[src/hdl/motor_command_refresh_scheduler_macros.svh]
// Assertion macros for the motor command refresh scheduler.
// Each check is compiled only when SYNTH is not defined.
`ifndef MOTOR_COMMAND_REFRESH_SCHEDULER_MACROS_SVH
`define MOTOR_COMMAND_REFRESH_SCHEDULER_MACROS_SVH

`ifndef SYNTH
// same-cycle implication
`define MCRS_ASSERT_IMP(label, clk, rst_n, cond, prop) \
    label: assert property (@(posedge clk) disable iff (!rst_n) (cond) |-> (prop)) \
        else $error("mcrs check failed: same-cycle implication");
// next-cycle implication
`define MCRS_ASSERT_NXT(label, clk, rst_n, cond, prop) \
    label: assert property (@(posedge clk) disable iff (!rst_n) (cond) |=> (prop)) \
        else $error("mcrs check failed: next-cycle implication");
`else
`define MCRS_ASSERT_IMP(label, clk, rst_n, cond, prop)
`define MCRS_ASSERT_NXT(label, clk, rst_n, cond, prop)
`endif

`endif

[src/hdl/mcrs_pkg.sv]
package mcrs_pkg;

    // slot count limits
    localparam int MOTOR_COUNT_DEF = 2;
    localparam int SLOT_MAX        = 2;

    // configuration port
    localparam int CFG_INDEX_W = 2;
    localparam int CFG_DATA_W  = 16;
    localparam logic [CFG_INDEX_W-1:0] CFG_FIRST_ID  = 2'd0;
    localparam logic [CFG_INDEX_W-1:0] CFG_SECOND_ID = 2'd1;
    localparam logic [CFG_INDEX_W-1:0] CFG_TIMEOUT   = 2'd2;

    localparam logic [7:0]  FIRST_ID_RST  = 8'd1;
    localparam logic [7:0]  SECOND_ID_RST = 8'd2;
    localparam logic [15:0] TIMEOUT_RST   = 16'd10000;

    // input item kinds
    typedef enum logic [2:0] {
        KIND_TICK        = 3'd0,
        KIND_SPEED       = 3'd1,
        KIND_POSITION    = 3'd2,
        KIND_POS_SPD_ACC = 3'd3,
        KIND_CURRENT     = 3'd4,
        KIND_STOP        = 3'd5,
        KIND_STOP_ALL    = 3'd6,
        KIND_ORIGIN      = 3'd7
    } t_kind;

    // slot control modes
    typedef enum logic [2:0] {
        MODE_IDLE    = 3'd0,
        MODE_SPEED   = 3'd1,
        MODE_POS     = 3'd2,
        MODE_PSA     = 3'd3,
        MODE_CURRENT = 3'd4
    } t_mode;

    // packet codes in the upper byte of the extended id
    localparam logic [7:0] PKT_CURRENT = 8'd1;
    localparam logic [7:0] PKT_RPM     = 8'd3;
    localparam logic [7:0] PKT_POS     = 8'd4;
    localparam logic [7:0] PKT_ORIGIN  = 8'd5;
    localparam logic [7:0] PKT_POS_SPD = 8'd6;

    localparam logic [3:0] BYTES_ORIGIN = 4'd1;
    localparam logic [3:0] BYTES_VALUE  = 4'd4;
    localparam logic [3:0] BYTES_PSA    = 4'd8;

    localparam int COUNT_W = 17;
    localparam logic [COUNT_W-1:0] COUNT_MAX = {COUNT_W{1'b1}};

    localparam logic signed [15:0] CURRENT_LIMIT = 16'sd5000;

    // x / 10 for 16-bit unsigned x, exact over the whole range
    localparam logic [15:0] DIV10_MULT  = 16'd52429;
    localparam int          DIV10_SHIFT = 19;

    // frame queue
    localparam int QUEUE_DEPTH = 4;
    localparam int QUEUE_PTR_W = $clog2(QUEUE_DEPTH);
    localparam int LEVEL_W     = $clog2(QUEUE_DEPTH + 1);

    typedef struct packed {
        logic [15:0] frame_id;
        logic        tx_slot;
        logic [3:0]  byte_count;
        logic [31:0] payload_high;
        logic [31:0] payload_low;
        logic        last_frame;
    } t_frame;

    typedef struct packed {
        logic [LEVEL_W-1:0] level;
        logic               room_for_pair;
    } t_queue_status;

    function automatic t_frame make_frame(input logic [7:0] id, input logic [7:0] code,
                                          input logic [3:0] len, input logic [31:0] hi,
                                          input logic [31:0] lo);
        t_frame f;
        f.frame_id     = {code, id};
        f.tx_slot      = (id != 8'd1);
        f.byte_count   = len;
        f.payload_high = hi;
        f.payload_low  = lo;
        f.last_frame   = 1'b0;
        return f;
    endfunction

    // clamp to the current limit and sign-extend
    function automatic logic [31:0] clamp_current(input logic signed [15:0] ma);
        logic signed [15:0] v;
        v = ma;
        if (ma > CURRENT_LIMIT) v = CURRENT_LIMIT;
        if (ma < -CURRENT_LIMIT) v = -CURRENT_LIMIT;
        return {{16{v[15]}}, v};
    endfunction

    function automatic logic [15:0] div10_mag(input logic [15:0] mag);
        logic [31:0] prod;
        prod = 32'(mag) * 32'(DIV10_MULT);
        return 16'(prod >> DIV10_SHIFT);
    endfunction

    // truncate toward zero
    function automatic logic [15:0] speed_div10(input logic signed [15:0] v);
        logic [15:0] mag;
        logic [15:0] q;
        mag = v[15] ? (~v + 16'd1) : v;
        q   = div10_mag(mag);
        return v[15] ? (~q + 16'd1) : q;
    endfunction

    // negative acceleration sends zero
    function automatic logic [15:0] accel_div10(input logic signed [15:0] v);
        return v[15] ? 16'd0 : div10_mag(v);
    endfunction

endpackage

[src/hdl/mcrs_if.sv]
// Command word channel
interface mcrs_cmd_if;
    logic               valid;
    logic               ready;
    logic [2:0]         kind;
    logic [7:0]         target_id;
    logic signed [31:0] position_e4;
    logic signed [15:0] speed_erpm;
    logic signed [15:0] accel_erpm;
    logic signed [15:0] current_ma;
    logic [7:0]         home_mode;

    modport source (output valid, kind, target_id, position_e4, speed_erpm, accel_erpm,
                    current_ma, home_mode, input ready);
    modport sink   (input valid, kind, target_id, position_e4, speed_erpm, accel_erpm,
                    current_ma, home_mode, output ready);
endinterface

// Bus frame channel
interface mcrs_frame_if;
    logic        valid;
    logic        ready;
    logic [15:0] frame_id;
    logic        tx_slot;
    logic [3:0]  byte_count;
    logic [31:0] payload_high;
    logic [31:0] payload_low;
    logic        last_frame;

    modport source (output valid, frame_id, tx_slot, byte_count, payload_high, payload_low,
                    last_frame, input ready);
    modport sink   (input valid, frame_id, tx_slot, byte_count, payload_high, payload_low,
                    last_frame, output ready);
endinterface

// Register write channel
interface mcrs_cfg_if;
    import mcrs_pkg::*;
    logic                   valid;
    logic                   ready;
    logic [CFG_INDEX_W-1:0] index;
    logic [CFG_DATA_W-1:0]  data;

    modport source (output valid, index, data, input ready);
    modport sink   (input valid, index, data, output ready);
endinterface

[src/hdl/mcrs_frame_queue.sv]
module mcrs_frame_queue (
    input  logic                  i_clk,
    input  logic                  i_rst_n,
    input  logic [1:0]            i_push_count,
    input  mcrs_pkg::t_frame      i_push0,
    input  mcrs_pkg::t_frame      i_push1,
    input  logic                  i_pop,
    output mcrs_pkg::t_frame      o_head,
    output mcrs_pkg::t_queue_status o_status
);
    import mcrs_pkg::*;

    t_frame               r_mem [QUEUE_DEPTH];
    logic [QUEUE_PTR_W-1:0] r_wr;
    logic [QUEUE_PTR_W-1:0] r_rd;
    logic [LEVEL_W-1:0]   r_level;

    // store up to two words per cycle
    always_ff @(posedge i_clk) begin
        if (i_push_count != 2'd0) begin
            r_mem[r_wr] <= i_push0;
        end
        if (i_push_count == 2'd2) begin
            r_mem[r_wr + QUEUE_PTR_W'(1)] <= i_push1;
        end
    end

    // advance pointers and fill level
    always_ff @(posedge i_clk) begin
        if (!i_rst_n) begin
            r_wr    <= '0;
            r_rd    <= '0;
            r_level <= '0;
        end else begin
            r_wr    <= r_wr + QUEUE_PTR_W'(i_push_count);
            r_rd    <= r_rd + QUEUE_PTR_W'(i_pop);
            r_level <= r_level + LEVEL_W'(i_push_count) - LEVEL_W'(i_pop);
        end
    end

    assign o_head                 = r_mem[r_rd];
    assign o_status.level         = r_level;
    assign o_status.room_for_pair = (r_level <= LEVEL_W'(QUEUE_DEPTH - 2));

endmodule

[src/hdl/motor_command_refresh_scheduler.sv]
// Motor command refresh scheduler.
// i_cmd carries command words (tick, speed, position, position-speed-accel,
// current, stop, stop-all, origin); o_frame carries bus frames, one word per
// frame, last_frame marking the final frame caused by a command word.
// i_cfg writes the two slot bus ids and the silence timeout; it is always ready.
// A frame caused by a word is written into the frame queue when the word is
// accepted, and is offered on o_frame once the frames ahead of it are taken.
// The slot state is updated on that edge, so the next word may follow at once.
// Throughput: one word per cycle while i_cmd.ready is high and the word causes
// at most one frame; words that cause two frames (tick with both slots active,
// stop-all, origin) wait on the single read port of the four-entry frame queue.
// Reset: ids 1 and 2, timeout 10000 ticks, both slots idle, queue empty.
// Stall: frames wait in the queue while o_frame.ready is low; i_cmd.ready drops
// when fewer than two queue entries are free, so no frame is ever lost.
`include "motor_command_refresh_scheduler_macros.svh"

module motor_command_refresh_scheduler #(
    parameter int MOTOR_COUNT = mcrs_pkg::MOTOR_COUNT_DEF
) (
    input  logic      i_clk,
    input  logic      i_rst_n,
    mcrs_cmd_if.sink  i_cmd,
    mcrs_cfg_if.sink  i_cfg,
    mcrs_frame_if.source o_frame
);
    import mcrs_pkg::*;

    localparam int SLOTS = (MOTOR_COUNT < SLOT_MAX) ? MOTOR_COUNT : SLOT_MAX;

    // configuration registers
    logic [7:0]  r_first_id;
    logic [7:0]  r_second_id;
    logic [15:0] r_timeout;

    // slot state
    t_mode               r_mode  [SLOTS];
    logic [31:0]         r_pos   [SLOTS];
    logic signed [15:0]  r_spd   [SLOTS];
    logic signed [15:0]  r_acc   [SLOTS];
    logic signed [15:0]  r_cur   [SLOTS];
    logic [COUNT_W-1:0]  r_count [SLOTS];

    t_mode               n_mode  [SLOTS];
    logic [31:0]         n_pos   [SLOTS];
    logic signed [15:0]  n_spd   [SLOTS];
    logic signed [15:0]  n_acc   [SLOTS];
    logic signed [15:0]  n_cur   [SLOTS];
    logic [COUNT_W-1:0]  n_count [SLOTS];

    logic [7:0]          w_slot_id    [SLOT_MAX];
    logic [SLOT_MAX-1:0] w_match;
    logic [SLOT_MAX-1:0] w_tick_active;
    t_mode               w_tick_mode  [SLOT_MAX];
    logic [COUNT_W-1:0]  w_count_inc  [SLOT_MAX];
    t_frame              w_slot_frm   [SLOT_MAX];

    t_kind         w_kind;
    logic          w_accept;
    t_frame        w_f0;
    t_frame        w_f1;
    logic [1:0]    w_n;
    t_frame        w_head;
    t_queue_status w_status;

    // frame for a slot's refresh command
    function automatic t_frame slot_frame(input logic [7:0] id, input t_mode mode,
                                          input logic [31:0] pos,
                                          input logic signed [15:0] spd,
                                          input logic signed [15:0] acc,
                                          input logic signed [15:0] cur);
        t_frame f;
        f = '0;
        unique case (mode)
            MODE_SPEED:   f = make_frame(id, PKT_RPM, BYTES_VALUE, {{16{spd[15]}}, spd}, 32'd0);
            MODE_POS:     f = make_frame(id, PKT_POS, BYTES_VALUE, pos, 32'd0);
            MODE_PSA:     f = make_frame(id, PKT_POS_SPD, BYTES_PSA, pos,
                                         {speed_div10(spd), accel_div10(acc)});
            MODE_CURRENT: f = make_frame(id, PKT_CURRENT, BYTES_VALUE, clamp_current(cur),
                                         32'd0);
            default:      f = '0;
        endcase
        return f;
    endfunction

    assign w_kind    = t_kind'(i_cmd.kind);
    assign w_accept  = i_cmd.valid && i_cmd.ready;
    assign i_cmd.ready = w_status.room_for_pair;
    assign i_cfg.ready = 1'b1;

    assign w_slot_id[0] = r_first_id;
    assign w_slot_id[1] = r_second_id;

    // per-slot match, tick aging and refresh frame
    for (genvar k = 0; k < SLOT_MAX; k++) begin : g_slot
        if (k < SLOTS) begin : g_used
            if (k == 0) begin : g_first
                assign w_match[k] = (w_slot_id[k] == i_cmd.target_id);
            end else begin : g_other
                assign w_match[k] = (w_slot_id[k] == i_cmd.target_id) && !w_match[0];
            end
            assign w_count_inc[k] = (r_count[k] == COUNT_MAX) ? r_count[k]
                                                              : r_count[k] + COUNT_W'(1);
            assign w_tick_mode[k] = ((r_timeout != 16'd0) &&
                                     (w_count_inc[k] > {1'b0, r_timeout})) ? MODE_IDLE
                                                                           : r_mode[k];
            assign w_tick_active[k] = (w_tick_mode[k] == MODE_SPEED) ||
                                      (w_tick_mode[k] == MODE_POS) ||
                                      (w_tick_mode[k] == MODE_PSA) ||
                                      (w_tick_mode[k] == MODE_CURRENT);
            assign w_slot_frm[k] = slot_frame(w_slot_id[k], r_mode[k], r_pos[k], r_spd[k],
                                              r_acc[k], r_cur[k]);
        end else begin : g_unused
            assign w_match[k]       = 1'b0;
            assign w_count_inc[k]   = '0;
            assign w_tick_mode[k]   = MODE_IDLE;
            assign w_tick_active[k] = 1'b0;
            assign w_slot_frm[k]    = '0;
        end
    end

    // pick the frames this word causes
    always_comb begin
        w_f0 = '0;
        w_f1 = '0;
        w_n  = 2'd0;
        case (w_kind) inside
            KIND_TICK: begin
                if (w_tick_active[0]) begin
                    w_f0 = w_slot_frm[0];
                    w_f1 = w_slot_frm[1];
                    w_n  = 2'd1 + {1'b0, w_tick_active[1]};
                end else begin
                    w_f0 = w_slot_frm[1];
                    w_n  = {1'b0, w_tick_active[1]};
                end
            end
            KIND_SPEED, KIND_POSITION, KIND_POS_SPD_ACC, KIND_CURRENT: begin
                w_n = 2'd0;
            end
            KIND_STOP: begin
                w_f0 = make_frame(i_cmd.target_id, PKT_CURRENT, BYTES_VALUE, 32'd0, 32'd0);
                w_n  = 2'd1;
            end
            KIND_STOP_ALL: begin
                w_f0 = make_frame(w_slot_id[0], PKT_CURRENT, BYTES_VALUE, 32'd0, 32'd0);
                w_f1 = make_frame(w_slot_id[1], PKT_CURRENT, BYTES_VALUE, 32'd0, 32'd0);
                w_n  = 2'(SLOTS);
            end
            KIND_ORIGIN: begin
                w_f0 = make_frame(w_slot_id[0], PKT_ORIGIN, BYTES_ORIGIN,
                                  {i_cmd.home_mode, 24'd0}, 32'd0);
                w_f1 = make_frame(w_slot_id[1], PKT_ORIGIN, BYTES_ORIGIN,
                                  {i_cmd.home_mode, 24'd0}, 32'd0);
                w_n  = 2'(SLOTS);
            end
            default: begin
                w_n = 2'd0;
            end
        endcase
        w_f0.last_frame = (w_n == 2'd1);
        w_f1.last_frame = 1'b1;
    end

    // next slot state
    always_comb begin
        for (int k = 0; k < SLOTS; k++) begin
            n_mode[k]  = r_mode[k];
            n_pos[k]   = r_pos[k];
            n_spd[k]   = r_spd[k];
            n_acc[k]   = r_acc[k];
            n_cur[k]   = r_cur[k];
            n_count[k] = r_count[k];
            if (w_accept) begin
                case (w_kind)
                    KIND_TICK: begin
                        n_count[k] = w_count_inc[k];
                        n_mode[k]  = w_tick_active[k] ? w_tick_mode[k] : MODE_IDLE;
                    end
                    KIND_SPEED: begin
                        if (w_match[k]) begin
                            n_spd[k]   = i_cmd.speed_erpm;
                            n_mode[k]  = MODE_SPEED;
                            n_count[k] = '0;
                        end
                    end
                    KIND_POSITION: begin
                        if (w_match[k]) begin
                            n_pos[k]   = i_cmd.position_e4;
                            n_mode[k]  = MODE_POS;
                            n_count[k] = '0;
                        end
                    end
                    KIND_POS_SPD_ACC: begin
                        if (w_match[k]) begin
                            n_pos[k]   = i_cmd.position_e4;
                            n_spd[k]   = i_cmd.speed_erpm;
                            n_acc[k]   = i_cmd.accel_erpm;
                            n_mode[k]  = MODE_PSA;
                            n_count[k] = '0;
                        end
                    end
                    KIND_CURRENT: begin
                        if (w_match[k]) begin
                            n_cur[k]   = i_cmd.current_ma;
                            n_mode[k]  = MODE_CURRENT;
                            n_count[k] = '0;
                        end
                    end
                    KIND_STOP: begin
                        if (w_match[k]) begin
                            n_mode[k]  = MODE_IDLE;
                            n_count[k] = '0;
                        end
                    end
                    KIND_STOP_ALL: begin
                        n_mode[k]  = MODE_IDLE;
                        n_count[k] = '0;
                    end
                    default: begin
                        n_mode[k] = r_mode[k];
                    end
                endcase
            end
        end
    end

    // hold slot mode and silence count
    always_ff @(posedge i_clk) begin
        if (!i_rst_n) begin
            for (int k = 0; k < SLOTS; k++) begin
                r_mode[k]  <= MODE_IDLE;
                r_count[k] <= '0;
            end
        end else begin
            for (int k = 0; k < SLOTS; k++) begin
                r_mode[k]  <= n_mode[k];
                r_count[k] <= n_count[k];
            end
        end
    end

    // hold setpoints
    always_ff @(posedge i_clk) begin
        if (!i_rst_n) begin
            for (int k = 0; k < SLOTS; k++) begin
                r_pos[k] <= '0;
                r_spd[k] <= '0;
                r_acc[k] <= '0;
                r_cur[k] <= '0;
            end
        end else begin
            for (int k = 0; k < SLOTS; k++) begin
                r_pos[k] <= n_pos[k];
                r_spd[k] <= n_spd[k];
                r_acc[k] <= n_acc[k];
                r_cur[k] <= n_cur[k];
            end
        end
    end

    // register writes
    always_ff @(posedge i_clk) begin
        if (!i_rst_n) begin
            r_first_id  <= FIRST_ID_RST;
            r_second_id <= SECOND_ID_RST;
            r_timeout   <= TIMEOUT_RST;
        end else if (i_cfg.valid && i_cfg.ready) begin
            unique case (i_cfg.index)
                CFG_FIRST_ID:  r_first_id  <= i_cfg.data[7:0];
                CFG_SECOND_ID: r_second_id <= i_cfg.data[7:0];
                CFG_TIMEOUT:   r_timeout   <= i_cfg.data;
                default:       r_timeout   <= r_timeout;
            endcase
        end
    end

    mcrs_frame_queue u_queue (
        .i_clk        (i_clk),
        .i_rst_n      (i_rst_n),
        .i_push_count (w_accept ? w_n : 2'd0),
        .i_push0      (w_f0),
        .i_push1      (w_f1),
        .i_pop        (o_frame.valid && o_frame.ready),
        .o_head       (w_head),
        .o_status     (w_status)
    );

    // drive the frame channel from the queue head
    assign o_frame.valid        = (w_status.level != '0);
    assign o_frame.frame_id     = w_head.frame_id;
    assign o_frame.tx_slot      = w_head.tx_slot;
    assign o_frame.byte_count   = w_head.byte_count;
    assign o_frame.payload_high = w_head.payload_high;
    assign o_frame.payload_low  = w_head.payload_low;
    assign o_frame.last_frame   = w_head.last_frame;

    // checks
    `MCRS_ASSERT_IMP(a_pair_stays_together, i_clk, i_rst_n,
                     o_frame.valid && !o_frame.last_frame, w_status.level >= LEVEL_W'(2))
    `MCRS_ASSERT_IMP(a_level_bounded, i_clk, i_rst_n, 1'b1,
                     w_status.level <= LEVEL_W'(QUEUE_DEPTH))
    `MCRS_ASSERT_NXT(a_speed_sets_mode, i_clk, i_rst_n,
                     w_accept && w_kind == KIND_SPEED && i_cmd.target_id == r_first_id,
                     r_mode[0] == MODE_SPEED)
    `MCRS_ASSERT_NXT(a_stop_all_idles, i_clk, i_rst_n, w_accept && w_kind == KIND_STOP_ALL,
                     r_mode[0] == MODE_IDLE && r_count[0] == '0)

endmodule
[src/flat_wrapper.sv]
// flat-port wrapper written by rule: the top's interface ports become plain ports
module motor_command_refresh_scheduler_flat import mcrs_pkg::*;
#(
    parameter int MOTOR_COUNT = mcrs_pkg::MOTOR_COUNT_DEF
)
  (i_clk, i_rst_n, i_cmd_valid, i_cmd_kind, i_cmd_target_id, i_cmd_position_e4, i_cmd_speed_erpm, i_cmd_accel_erpm, i_cmd_current_ma, i_cmd_home_mode, i_cmd_ready, i_cfg_valid, i_cfg_index, i_cfg_data, i_cfg_ready, o_frame_valid, o_frame_frame_id, o_frame_tx_slot, o_frame_byte_count, o_frame_payload_high, o_frame_payload_low, o_frame_last_frame, o_frame_ready);
  mcrs_cmd_if i_cmd_i ();
  mcrs_cfg_if i_cfg_i ();
  mcrs_frame_if o_frame_i ();
  input  logic i_clk;
  input  logic i_rst_n;
  input wire logic [$bits(i_cmd_i.valid)-1:0] i_cmd_valid;
  input wire logic [$bits(i_cmd_i.kind)-1:0] i_cmd_kind;
  input wire logic [$bits(i_cmd_i.target_id)-1:0] i_cmd_target_id;
  input wire logic [$bits(i_cmd_i.position_e4)-1:0] i_cmd_position_e4;
  input wire logic [$bits(i_cmd_i.speed_erpm)-1:0] i_cmd_speed_erpm;
  input wire logic [$bits(i_cmd_i.accel_erpm)-1:0] i_cmd_accel_erpm;
  input wire logic [$bits(i_cmd_i.current_ma)-1:0] i_cmd_current_ma;
  input wire logic [$bits(i_cmd_i.home_mode)-1:0] i_cmd_home_mode;
  output wire logic [$bits(i_cmd_i.ready)-1:0] i_cmd_ready;
  input wire logic [$bits(i_cfg_i.valid)-1:0] i_cfg_valid;
  input wire logic [$bits(i_cfg_i.index)-1:0] i_cfg_index;
  input wire logic [$bits(i_cfg_i.data)-1:0] i_cfg_data;
  output wire logic [$bits(i_cfg_i.ready)-1:0] i_cfg_ready;
  output wire logic [$bits(o_frame_i.valid)-1:0] o_frame_valid;
  output wire logic [$bits(o_frame_i.frame_id)-1:0] o_frame_frame_id;
  output wire logic [$bits(o_frame_i.tx_slot)-1:0] o_frame_tx_slot;
  output wire logic [$bits(o_frame_i.byte_count)-1:0] o_frame_byte_count;
  output wire logic [$bits(o_frame_i.payload_high)-1:0] o_frame_payload_high;
  output wire logic [$bits(o_frame_i.payload_low)-1:0] o_frame_payload_low;
  output wire logic [$bits(o_frame_i.last_frame)-1:0] o_frame_last_frame;
  input wire logic [$bits(o_frame_i.ready)-1:0] o_frame_ready;
  assign i_cmd_i.valid = i_cmd_valid;
  assign i_cmd_i.kind = i_cmd_kind;
  assign i_cmd_i.target_id = i_cmd_target_id;
  assign i_cmd_i.position_e4 = i_cmd_position_e4;
  assign i_cmd_i.speed_erpm = i_cmd_speed_erpm;
  assign i_cmd_i.accel_erpm = i_cmd_accel_erpm;
  assign i_cmd_i.current_ma = i_cmd_current_ma;
  assign i_cmd_i.home_mode = i_cmd_home_mode;
  assign i_cmd_ready = i_cmd_i.ready;
  assign i_cfg_i.valid = i_cfg_valid;
  assign i_cfg_i.index = i_cfg_index;
  assign i_cfg_i.data = i_cfg_data;
  assign i_cfg_ready = i_cfg_i.ready;
  assign o_frame_valid = o_frame_i.valid;
  assign o_frame_frame_id = o_frame_i.frame_id;
  assign o_frame_tx_slot = o_frame_i.tx_slot;
  assign o_frame_byte_count = o_frame_i.byte_count;
  assign o_frame_payload_high = o_frame_i.payload_high;
  assign o_frame_payload_low = o_frame_i.payload_low;
  assign o_frame_last_frame = o_frame_i.last_frame;
  assign o_frame_i.ready = o_frame_ready;
  motor_command_refresh_scheduler #(.MOTOR_COUNT(MOTOR_COUNT)) u_core (.i_clk(i_clk), .i_rst_n(i_rst_n), .i_cmd(i_cmd_i), .i_cfg(i_cfg_i), .o_frame(o_frame_i));
endmodule
[config.mk]
export PLATFORM = sky130hd
export DESIGN_NAME = motor_command_refresh_scheduler_flat
export DESIGN_NICKNAME = d
export VERILOG_FILES = /design/src/hdl/mcrs_pkg.sv /design/src/hdl/mcrs_if.sv /design/src/hdl/mcrs_frame_queue.sv /design/src/hdl/motor_command_refresh_scheduler.sv /design/src/flat_wrapper.sv
export VERILOG_INCLUDE_DIRS = /design/src /design/src/hdl
export SDC_FILE = /design/constraint.sdc
export NUM_CORES = 2
export LEC_CHECK = 0
export ABC_AREA = 1
export ABC_CLOCK_PERIOD_IN_PS = 20000
export BUFFER_PORTS_ARGS = -buffer_cell sky130_fd_sc_hd__buf_2
export CAP_MARGIN = 20
export CORE_ASPECT_RATIO = 0.7
export CORE_UTILIZATION = 57
export CTS_CLUSTER_SIZE = 25
export DETAILED_ROUTE_END_ITERATION = 8
export MAX_ROUTING_LAYER = met4
export PLACE_DENSITY = 0.75
export SETUP_SLACK_MARGIN = 0.5
export SLEW_MARGIN = 20
export SYNTH_ARGS = -nofsm -noshare
export SYNTH_HDL_FRONTEND = slang
export SYNTH_SLANG_ARGS = --single-unit
[constraint.sdc]
create_clock -name i_clk -period 20 [get_ports i_clk]
set_input_delay 1 -clock i_clk [delete_from_list [all_inputs] [get_ports i_clk]]
set_output_delay 1 -clock i_clk [all_outputs]
set_load 0.02 [all_outputs]
==> results.yml <==
synth:
  synth_area_um2: 49500
  synth_ff_type: "edfxtp_1"
  post-synth-top-count-cell: "nand2_1"
  netlist-cell-type-count: 65
  synth_warnings: 0
  yosysSeqAreaShare_pct: 28.3
  synth_top_area_share_pct: 18.4
  ys_ff_latch: 547
  ys_top_cells_by_count: "nand2_1, inv_1, ha_1, o21ai_0, nor2_1"
  synth_edf_count: 304
  synthArstFlopShare_pct: 0
  syn_avg_cell_area_um2: 7.78
  synth_area_leader_cell: "edfxtp_1"
  synth_cells: 6359
  synth_area_leaders: "edfxtp_1, ha_1, fa_1"
floorplan:
  fp.dieW_um: 354
  initial_core_util_pct: 57.5
  die_height_um: 249
  ioPinCount: 211
  coreArea_um2: 86000
  dieArea_um2: 88000
  rows: 90
setup_path:
  cpPeakStageDelay_ns: 0.54
  crit_path_max_fanout: 9
  worst_ep_arrival_time_ns: 8.79
  critical_path_class: "register to register"
  cp_common_cell: "inv_1"
  critPathLaunchType: "register"
  worstSetupEndpointType: "register"
  worst-endpoint-required_ns: 20.39
  r2r_cells: 42
  crit_path_top_delay_cell: "xor2_1"
cells_and_area:
  final_net_count: 7433
  drive_above_1_share_pct: 6.22
  fin_util_pct: 61.9
  area_growth_pct: 7.65
  finalNonFillerCells: 7642
  fillers: 7697
  multi_input_area_um2: 31100
  ff_latch_area_um2: 14000
route:
  avgViaCountPerCell: 5.92
  vias: 45235
  route.detailed.drc: 0
  detail-route-antenna-nets: 0
  wire_per_inst_um: 22.0
  wl_mm: 168
  drt-pass1-iter-count: 7
  drt-initial-drc-count: 6176
placement:
  dp_hpwl_mm: 128
  gp_congestion: 1.03
  portBuffers: 200
  pre_cts_slack_ns: 11.79
  placed_cells: 7530
cts:
  root_buffer: "clkbuf_16"
  numCtsBuffers: 58
  cts_resized: 0
  cts.sinks: 547
  cts_buffer_depth: 3
  insertion_delay_ns: 0.68
  hold_buffers: 0
  post_cts_buffers: 0
  cts_tree: "done"
  h-tree-depth: 2
  path_clk_slew_ns: 0.07
sta:
  fin_crit_sh_pct: 42.0
  slew_violations: 0
  rsz0062_at_grt: "false"
  worst_slack_ns: 11.60
  finalHoldViolCount: 0
  worst_pin_slew_ns: 1.14
  fin_setup_tns_ns: 0
  setup_violations: 0
  slew-limit-headroom_pct: 24.1
  hold_ws_ns: 0.456
  fmax_ghz: 0.119
  clock_skew_ns: 0.0379
  period_minus_slack_ns: 8.41
power:
  netSwitchingFraction_pct: 37.1
  powerDensity_nw_per_um2: 59.0
  p_switching_w: 0.00117
  seq_power_share_pct: 39.9
  comb_power_share_pct: 26.5
  p_leak_nw: 26.7
  pwr-share-clk_pct: 33.6
  ir_worst_vdd_mv: 0.0715
  p_int_w: 0.00198
min_path:
  holdCritPathClass: "register to register"
  hold_depth: 2
global_routing:
  grt_usage_pct: 38.7
  overflow: 0
  grt_pass1_vias: 42212
  antenna_found_initial: 3
  grt_start_max_net_pins: 103
  grt_pass1_wl_mm: 253
run:
  max_cap_viol_count: 0
status:
  status: "complete, no violations"
## cell usage in the layout (no fill, tap or decap), types with 22 or more instances in the layout
| cell | count |
|---|---|
| nand3_1 | 381 |
| xor2_1 | 101 |
| o22ai_1 | 95 |
| a21o_1 | 22 |
| dfxtp_1 | 241 |
| inv_1 | 933 |
| nand4_1 | 61 |
| buf_4 | 51 |
| fa_1 | 311 |
| clkbuf_16 | 58 |
| nor2_1 | 459 |
| o21ai_0 | 467 |
| nand2_1 | 1467 |
| o211ai_1 | 23 |
| nor3_1 | 62 |
| nor4_1 | 23 |
| xnor2_1 | 41 |
| ha_1 | 559 |
| a21oi_1 | 365 |
| edfxtp_1 | 304 |
| buf_2 | 200 |
| o21ai_1 | 24 |
## state kept, by name, summed over array words and instances (netlist names)
signal	cells
u_core.u_queue.r_wr	2
u_core.r_timeout	16
u_core.r_mode	6
u_core.r_cur	32
u_core.r_count	34
u_core.u_queue.r_rd	2
u_core.u_queue.r_mem	308
u_core.r_first_id	8
u_core.r_second_id	8
u_core.u_queue.r_level	3
u_core.r_pos	64
u_core.r_spd	32
u_core.r_acc	32
## power by group through the flow
stage	clock [W]	combinational [W]	sequential, W
2_1_floorplan	0	0.000479	0.00127
3_3_place_gp	0	0.000793	0.00128
3_5_place_dp	0	0.000801	0.00128
4_1_cts	0.00106	0.000803	0.00125
5_1_grt	0.00110	0.000866	0.00126
6_report	0.00106	0.000833	0.00125
## per-stage QoR
step	area, um2	total power [W]
4_1_cts	53300	0.00311
5_1_grt	53300	0.00322
2_1_floorplan	49500	0.00175
3_3_place_gp	51500	0.00207
3_5_place_dp	51500	0.00208
6_report	53300	0.00315
## logic make-up (layout without fill, tap and decap cells)
family / count (synthesis) / after routing / synth area share (%)
AO/OA/AOI/OAI: 1079 / 1079 / 11.8
XOR/XNOR: 143 / 143 / 2.55
adder cells (fa/ha/maj): 870 / 870 / 26.7
buffers and inverters: 1188 / 1311 / 9.21
flip-flops: 547 / 547 / 28.3
multiplexers: 2 / 2 / 0.0404
other: 2 / 12 / 0.0152
AND/OR/NAND/NOR: 2528 / 2528 / 21.4
## layout make-up
cell class / instances / share of cell area, %
Clock buffer: 73 / 2.87
Antenna cell: 2 / 0.00939
Inverter: 951 / 6.71
Sequential cell: 547 / 26.3
Clock inverter: 36 / 0.512
Multi-Input combinational cell: 4632 / 58.3
Timing Repair Buffer: 251 / 2.60
Tap cell: 1150 / 2.70
## layer usage
metal  GRT usage [%]  vias up  routed length [um]
met5               -        -                   0
met4            11.7        0                5700
met3            12.9      367               24900
met2            50.9     2792               65000
met1            55.6    21087               72200
li1                -    20989                   -
## worst max-delay path: cells and delay by family (launching register included)
family,cells,cell delay (ns)
buffers and inverters,10,0.79
flip-flops,1,0.41
adder cells (fa/ha/maj),7,2.70
AO/OA/AOI/OAI,3,0.66
AND/OR/NAND/NOR,21,3.05
XOR/XNOR,1,0.54
## path summary, 6_finish.rpt
kind                                           from                           to  slack, ns
worst min register to register  u_core.r_pos[0][27]          u_core.r_pos[0][27]       0.46
worst max register to register  u_core.r_spd[0][16]  u_core.u_queue.r_mem[1][31]      11.60
worst min-delay path            u_core.r_pos[0][27]          u_core.r_pos[0][27]       0.46
worst max-delay path            u_core.r_spd[0][16]  u_core.u_queue.r_mem[1][31]      11.60
Power figures use the tool's default switching activity.
